==> config.mk <==
export PLATFORM = sky130hd
export DESIGN_NAME = stack_keyed_removal_depth_unit
export DESIGN_NICKNAME = d
export VERILOG_FILES = /design/src/hdl/skdr_pkg.sv /design/src/hdl/skdr_cell.sv /design/src/hdl/stack_keyed_removal_depth_unit.sv
export SDC_FILE = /design/constraint.sdc
export NUM_CORES = 2
export LEC_CHECK = 0
export BUFFER_PORTS_ARGS = -buffer_cell sky130_fd_sc_hd__buf_2
export CORE_ASPECT_RATIO = 1.2
export CORE_UTILIZATION = 50
export DETAILED_ROUTE_END_ITERATION = 16
export GPL_TIMING_DRIVEN = 1
export PLACE_DENSITY = 0.68
export SYNTH_ARGS = -nofsm -noshare
export SYNTH_HDL_FRONTEND = slang
export SYNTH_SLANG_ARGS = --single-unit
==> constraint.sdc <==
create_clock -name clk_i -period 6.3 [get_ports clk_i]
set_input_delay 0.945 -clock clk_i [delete_from_list [all_inputs] [get_ports clk_i]]
set_output_delay 0.945 -clock clk_i [all_outputs]
set_load 0.03 [all_outputs]
==> src/hdl/skdr_pkg.sv <==
// Shared types and constants for the keyed-removal stack.
`default_nettype none
package skdr_pkg;

  localparam int unsigned DefaultDepth = 16;
  localparam int unsigned KeyW         = 31;
  localparam int unsigned MovesW       = 5;
  localparam int unsigned InDataW      = 32;
  localparam int unsigned OutDataW     = 8;

  typedef enum logic {
    REQ_PUSH   = 1'b0,
    REQ_REMOVE = 1'b1
  } skdr_req_e;

  typedef enum logic {
    STS_OK   = 1'b0,
    STS_FULL = 1'b1
  } skdr_status_e;

  // Handed from a cell to the cell below it.
  typedef struct packed {
    logic            valid;
    logic [KeyW-1:0] key;
    logic            hit;
  } skdr_down_t;

  // Handed from a cell to the cell above it.
  typedef struct packed {
    logic valid;
    logic shift;
  } skdr_up_t;

  // Request broadcast to every cell.
  typedef struct packed {
    logic            en;
    skdr_req_e       req;
    logic [KeyW-1:0] key;
  } skdr_cmd_t;

endpackage
`default_nettype wire

==> src/hdl/skdr_cell.sv <==
// One stack slot: holds a key, compares it and shifts or loads on a request.
`default_nettype none
module skdr_cell (
  input  wire                  clk_i,
  input  wire                  rst_ni,
  input  skdr_pkg::skdr_cmd_t  cmd_i,
  input  skdr_pkg::skdr_down_t down_i,
  input  skdr_pkg::skdr_up_t   up_i,
  output skdr_pkg::skdr_down_t down_o,
  output skdr_pkg::skdr_up_t   up_o,
  output logic                 first_o
);
  import skdr_pkg::*;

  logic            valid_q, valid_d;
  logic [KeyW-1:0] key_q, key_d;
  logic            match;
  logic            shift_here;

  // The topmost match is the one with no match above it.
  assign match      = valid_q && (key_q == cmd_i.key);
  assign first_o    = match && !down_i.hit;
  assign shift_here = up_i.shift || first_o;

  assign down_o = '{valid: valid_q, key: key_q, hit: down_i.hit || match};
  assign up_o   = '{valid: valid_q, shift: shift_here};

  always_comb begin
    valid_d = valid_q;
    key_d   = key_q;
    if (cmd_i.en) begin
      if (cmd_i.req == REQ_PUSH) begin
        if (!valid_q && up_i.valid) begin
          valid_d = 1'b1;
          key_d   = cmd_i.key;
        end
      end else if (shift_here && valid_q) begin
        valid_d = down_i.valid;
        key_d   = down_i.key;
      end
    end
  end

  always_ff @(posedge clk_i or negedge rst_ni) begin
    if (!rst_ni) begin
      valid_q <= 1'b0;
    end else begin
      valid_q <= valid_d;
    end
  end

  always_ff @(posedge clk_i) begin
    key_q <= key_d;
  end

endmodule
`default_nettype wire

==> src/hdl/stack_keyed_removal_depth_unit.sv <==
// Top level of the bounded key stack with push and keyed removal.
// Usage:
//   Requests arrive as beats on the s_axis channel, each with a request kind and a
//   31-bit key. A push puts the key on top of the stack; a remove searches from the top
//   and takes out the topmost matching entry, with the entries above it closing the gap.
//   Every request gives exactly one result beat on m_axis: a status bit and a move count.
// Latency and throughput:
//   A registered result appears in the cycle after its request is accepted. The stack is
//   a row of DEPTH slot cells; every cell compares its key in parallel, the
//   topmost-match flag ripples down the row and the shift enable ripples up
//   it, so the whole update completes in the accepting cycle. One request
//   is accepted every cycle while results are taken.
// Reset:
//   Reset empties the stack (all cell valid bits and the occupancy count
//   clear) and drops any pending result. Slot keys are not reset.
// Stalls:
//   A single output register holds the result. While it is full and the
//   receiver holds m_axis_tready_i low, s_axis_tready_o is low; when the
//   receiver takes the result, a new request can be accepted in the same
//   cycle.
`default_nettype none
module stack_keyed_removal_depth_unit #(
  parameter int unsigned DEPTH = skdr_pkg::DefaultDepth
) (
  input  wire                           clk_i,
  input  wire                           rst_ni,
  input  wire                           s_axis_tvalid_i,
  output logic                          s_axis_tready_o,
  // Fields from bit 0: req_type[0], key[31:1].
  input  wire  [skdr_pkg::InDataW-1:0]  s_axis_tdata_i,
  output logic                          m_axis_tvalid_o,
  input  wire                           m_axis_tready_i,
  // Fields from bit 0: status[0], moves[5:1], zero padding[7:6].
  output logic [skdr_pkg::OutDataW-1:0] m_axis_tdata_o
);
  import skdr_pkg::*;

  localparam int unsigned OccW = $clog2(DEPTH + 1);
  localparam int unsigned IdxW = $clog2(DEPTH);

  skdr_cmd_t            cmd;
  skdr_down_t           down_link [DEPTH+1];
  skdr_up_t             up_link   [DEPTH+1];
  logic [DEPTH-1:0]     first;
  logic [DEPTH-1:0]     cell_valid;
  logic                 accept;
  logic                 found;
  logic [IdxW-1:0]      pos;
  logic [OccW-1:0]      occ_q, occ_d;
  logic                 out_valid_q;
  logic                 status_q, status_d;
  logic [MovesW-1:0]    moves_q, moves_d;
  logic [OccW-1:0]      diff;

  assign s_axis_tready_o = !out_valid_q || m_axis_tready_i;
  assign accept          = s_axis_tvalid_i && s_axis_tready_o;

  assign cmd = '{en:  accept,
                 req: skdr_req_e'(s_axis_tdata_i[0]),
                 key: s_axis_tdata_i[KeyW:1]};

  // The top end sees no match and no entry above; the bottom end sees a
  // filled slot below so that an empty stack loads into cell zero.
  assign down_link[DEPTH] = '{valid: 1'b0, key: '0, hit: 1'b0};
  assign up_link[0]       = '{valid: 1'b1, shift: 1'b0};

  for (genvar i = 0; i < DEPTH; i++) begin : g_cell
    skdr_cell u_cell (
      .clk_i   (clk_i),
      .rst_ni  (rst_ni),
      .cmd_i   (cmd),
      .down_i  (down_link[i+1]),
      .up_i    (up_link[i]),
      .down_o  (down_link[i]),
      .up_o    (up_link[i+1]),
      .first_o (first[i])
    );
    assign cell_valid[i] = down_link[i].valid;
  end

  assign found = down_link[0].hit;

  // At most one cell raises first, so an OR of the masked indexes gives it.
  always_comb begin
    pos = '0;
    for (int unsigned i = 0; i < DEPTH; i++) begin
      if (first[i]) begin
        pos = pos | IdxW'(i);
      end
    end
  end

  assign diff = occ_q - OccW'(pos);

  always_comb begin
    occ_d    = occ_q;
    status_d = STS_OK;
    moves_d  = '0;
    if (cmd.req == REQ_PUSH) begin
      if (occ_q == OccW'(DEPTH)) begin
        status_d = STS_FULL;
      end else begin
        occ_d   = occ_q + OccW'(1);
        moves_d = MovesW'(1);
      end
    end else if (found) begin
      occ_d   = occ_q - OccW'(1);
      moves_d = MovesW'(diff);
    end else begin
      moves_d = MovesW'(occ_q);
    end
  end

  always_ff @(posedge clk_i or negedge rst_ni) begin
    if (!rst_ni) begin
      occ_q       <= '0;
      out_valid_q <= 1'b0;
    end else begin
      if (accept) begin
        occ_q <= occ_d;
      end
      if (accept) begin
        out_valid_q <= 1'b1;
      end else if (m_axis_tready_i) begin
        out_valid_q <= 1'b0;
      end
    end
  end

  always_ff @(posedge clk_i) begin
    if (accept) begin
      status_q <= status_d;
      moves_q  <= moves_d;
    end
  end

  assign m_axis_tvalid_o = out_valid_q;
  assign m_axis_tdata_o  = {{(OutDataW - MovesW - 1){1'b0}}, moves_q, status_q};

  // The cell valid bits always describe exactly the counted entries.
  assert property (@(posedge clk_i) disable iff (!rst_ni)
    $countones(cell_valid) == 32'(occ_q))
    else $error("cell valid bits disagree with occupancy");

  // Occupied cells form a solid run from the bottom.
  assert property (@(posedge clk_i) disable iff (!rst_ni)
    ((cell_valid & (cell_valid + DEPTH'(1))) == '0))
    else $error("gap in occupied cells");

  // A successful push grows the stack by one entry.
  assert property (@(posedge clk_i) disable iff (!rst_ni)
    (accept && cmd.req == REQ_PUSH && occ_q != OccW'(DEPTH))
    |=> (occ_q == $past(occ_q) + OccW'(1)))
    else $error("push did not grow the stack");

endmodule
`default_nettype wire

==> results.py <==
metrics = {
    "status": {
        "status": "finished, final reports clean",
    },
    "grt": {
        "grt_pass1_wl_microns": 136000,
        "grt_pass1_vias": 20016,
        "grt_overflow": 0,
        "grt_antenna_before_repair": 0,
        "track_usage_pct": 34.0,
        "grt_max_degree": 237,
    },
    "worst_setup_path": {
        "r2r_start": "g_cell[9].u_cell.key_q[2]",
        "critPathRequiredTime_ns": 6.65,
        "crit_fanout": 13,
        "crit_start": "s_axis_tdata_i[3]",
        "end_kind": "flop",
        "cp.arrival_ns": 5.55,
        "startpoint_type": "input port",
        "worst-setup-path-type": "in -> reg",
    },
    "timing": {
        "slew_headroom_pct": 3.80,
        "hold_viol": 0,
        "worst_pin_slew_ns": 1.44,
        "drv_slew": 0,
        "fin_skew_ns": 0.0307,
        "finalCritPeriodShare_pct": 82.5,
        "period_needed_ns": 5.20,
        "tns_ns": 0,
        "setup-violations-final": 0,
        "setup_slack_ns": 1.10,
        "rsz0062_at_grt": "no",
        "max_freq_mhz": 192,
    },
    "route": {
        "drtIter0Drc": 1871,
        "wire_per_inst_microns": 27.5,
        "drt_pre_antenna_iters": 6,
        "ant_nets": 0,
        "routed_wl_microns": 94800,
        "via_per_inst": 5.84,
        "drc": 0,
        "vias": 20164,
    },
    "placement": {
        "portBuffers": 43,
        "placed_cell_area_sq_um": 28600,
        "place_inst": 3350,
        "dp_hpwl_microns": 70700,
        "post-place-ws_ns": 0.625,
        "gp_congestion": 1.03,
    },
    "cts": {
        "ctsResizeCount": 0,
        "cts_hold_buf": 0,
        "cts_root_buf": "clkbuf_16",
        "post_cts_buffers": 0,
        "clk_latency_ns": 0.64,
        "cts_buffers": 56,
        "cts_tree": "yes",
        "htreeDepth": 2,
        "clk_pin_slew_worst_paths_ns": 0.06,
        "cts_sinks": 524,
        "clk_path_buf_depth": 3,
    },
    "synthesis": {
        "async_flop_share_pct": 4.20,
        "synth_cells": 2701,
        "yosysSeqAreaShare_pct": 56.1,
        "synth_top_cell_area_share_pct": 54.1,
        "postSynthAreaPerCell_sq_um": 10.3,
        "ys_warn_count": 0,
        "ys_ff_latch": 524,
        "synth-main-ff-cell": "edfxtp_1",
        "synth_area_leaders": "edfxtp_1 54%, xnor2_1 14%, nand2_1 13%",
        "yosysUniqueCellTypes": 71,
        "yosys.area.top_type": "edfxtp_1",
        "syn_area_sq_um": 27900,
        "synth-edff-count": 502,
    },
    "floorplan": {
        "initial_core_util_pct": 50.7,
        "dieArea_sq_um": 56700,
        "die_h_microns": 261,
        "core-area_sq_um": 54900,
        "fp.dieW_microns": 217,
        "ios": 46,
        "num_rows": 94,
    },
    "power_and_ir_drop": {
        "vdd.ir_drop.worst_mv": 0.224,
        "fin_total_pwr_w": 0.00820,
        "p_leak_nw": 11.4,
        "powerDensity_nw_per_um2": 271,
    },
    "finish": {
        "fin_cells": 3451,
        "final_cell_mix": "998 x nand2_1, 502 x edfxtp_1, 452 x xnor2_1",
        "layout-drive-gt1-share_pct": 6.88,
        "syn2layout_area_growth_pct": 8.75,
        "n_antenna_cell": 0,
        "final_area_sq_um": 30300,
        "layout_commonest_cell": "nand2_1",
        "finalNetCount": 2733,
    },
    "flow_run": {
        "cap_violations": 0,
    },
    "worst_hold_path": {
        "min_path_type": "in -> async",
    },
}
==> stage by stage <==
stage               hold slack [ns]  utilization [%]
floorplan                     0.521                -
global placement              0.539             52.1
detailed placement            0.554             52.1
CTS                           0.306             55.2
global route                  0.345             55.2
finish                        0.304             55.2
==> worst paths after layout <==
kind	endpoint	slack, ns	depth (start not counted)
max	moves_q[3]	1.10	19
min reg2reg	g_cell[12].u_cell.key_q[17]	0.55	2
min	g_cell[5].u_cell.valid_q	0.30	1
min in group clk_i	g_cell[12].u_cell.key_q[17]	0.55	2
max reg2reg	moves_q[3]	1.58	17
max in group asynchronous	g_cell[13].u_cell.valid_q	5.64	1
==> registers in the layout (all words and copies together), names as in the netlist <==
name / count
g_cell.u_cell.valid_q: 16
moves_q: 5
occ_q: 5
g_cell.u_cell.key_q: 496
status_q: 1
m_axis_tvalid_o: 1
==> routing by layer <==
layer | global-route usage, % | up-vias | share of wire (%)
met5 | 0 | - | 0
met4 | 30.3 | 0 | 10
met3 | 3.92 | 280 | 5.1
met2 | 59.8 | 840 | 51
met1 | 35.9 | 9858 | 34
li1 | - | 9186 | -
==> power by group <==
group / total (W) / internal [W] / switching (W) / leakage, nW
sequential: 0.00405 / 0.00395 / 0.000103 / 4.78
combinational: 0.00104 / 0.000346 / 0.000692 / 5.86
clock: 0.00311 / 0.00171 / 0.00141 / 0.797
==> worst max-delay path, cell delays in order <==
cell	delay [ns]
buf_2	0.27
buf_4	0.26
xnor2_1	0.51
nand4_1	0.15
nor4_1	1.09
buf_4	0.27
nand2_1	0.07
nand4_1	0.12
buf_4	0.22
a21o_1	0.12
a21oi_1	0.07
a2111oi_0	0.42
buf_4	0.20
ha_1	0.22
a21o_1	0.18
a21oi_1	0.17
xnor2_1	0.08
mux2i_1	0.13
nor2_1	0.05
==> cell families (layout without fill, tap and decap cells) <==
family | after synthesis | count (layout) | synth area share [%]
buffers and inverters | 212 | 241 | 3.83
DFF | 524 | 524 | 56.1
AOI/OAI and AO/OA | 78 | 78 | 1.96
muxes | 8 | 8 | 0.314
adders and majority gates | 9 | 9 | 0.458
xor gates and xnor gates | 495 | 495 | 15.6
and+or+nand+nor | 1374 | 1374 | 21.8
other | 1 | 2 | 0.0135
==> cell usage after synthesis (all sizes together), types with 11 or more instances <==
master and n:
nand2 999, nand4 200, xnor2 452, buf 85, clkbuf 79, inv 48
nor4 58, nand3 18, xor2 43, nand2b 17, a21oi 25, nor3 11
edfxtp 502, dfrtp 22, nor2 34
==> final cells by class <==
class / count / area (sq um)
multi-input combinational: 1966 / 11300
fill: 4741 / 24600
inverter: 48 / 180
timing repair buffer: 92 / 606
sequential: 524 / 15600
clock inverter: 29 / 196
tap: 720 / 901
clock buffer: 72 / 1460
(Power assumes the default switching activity.)
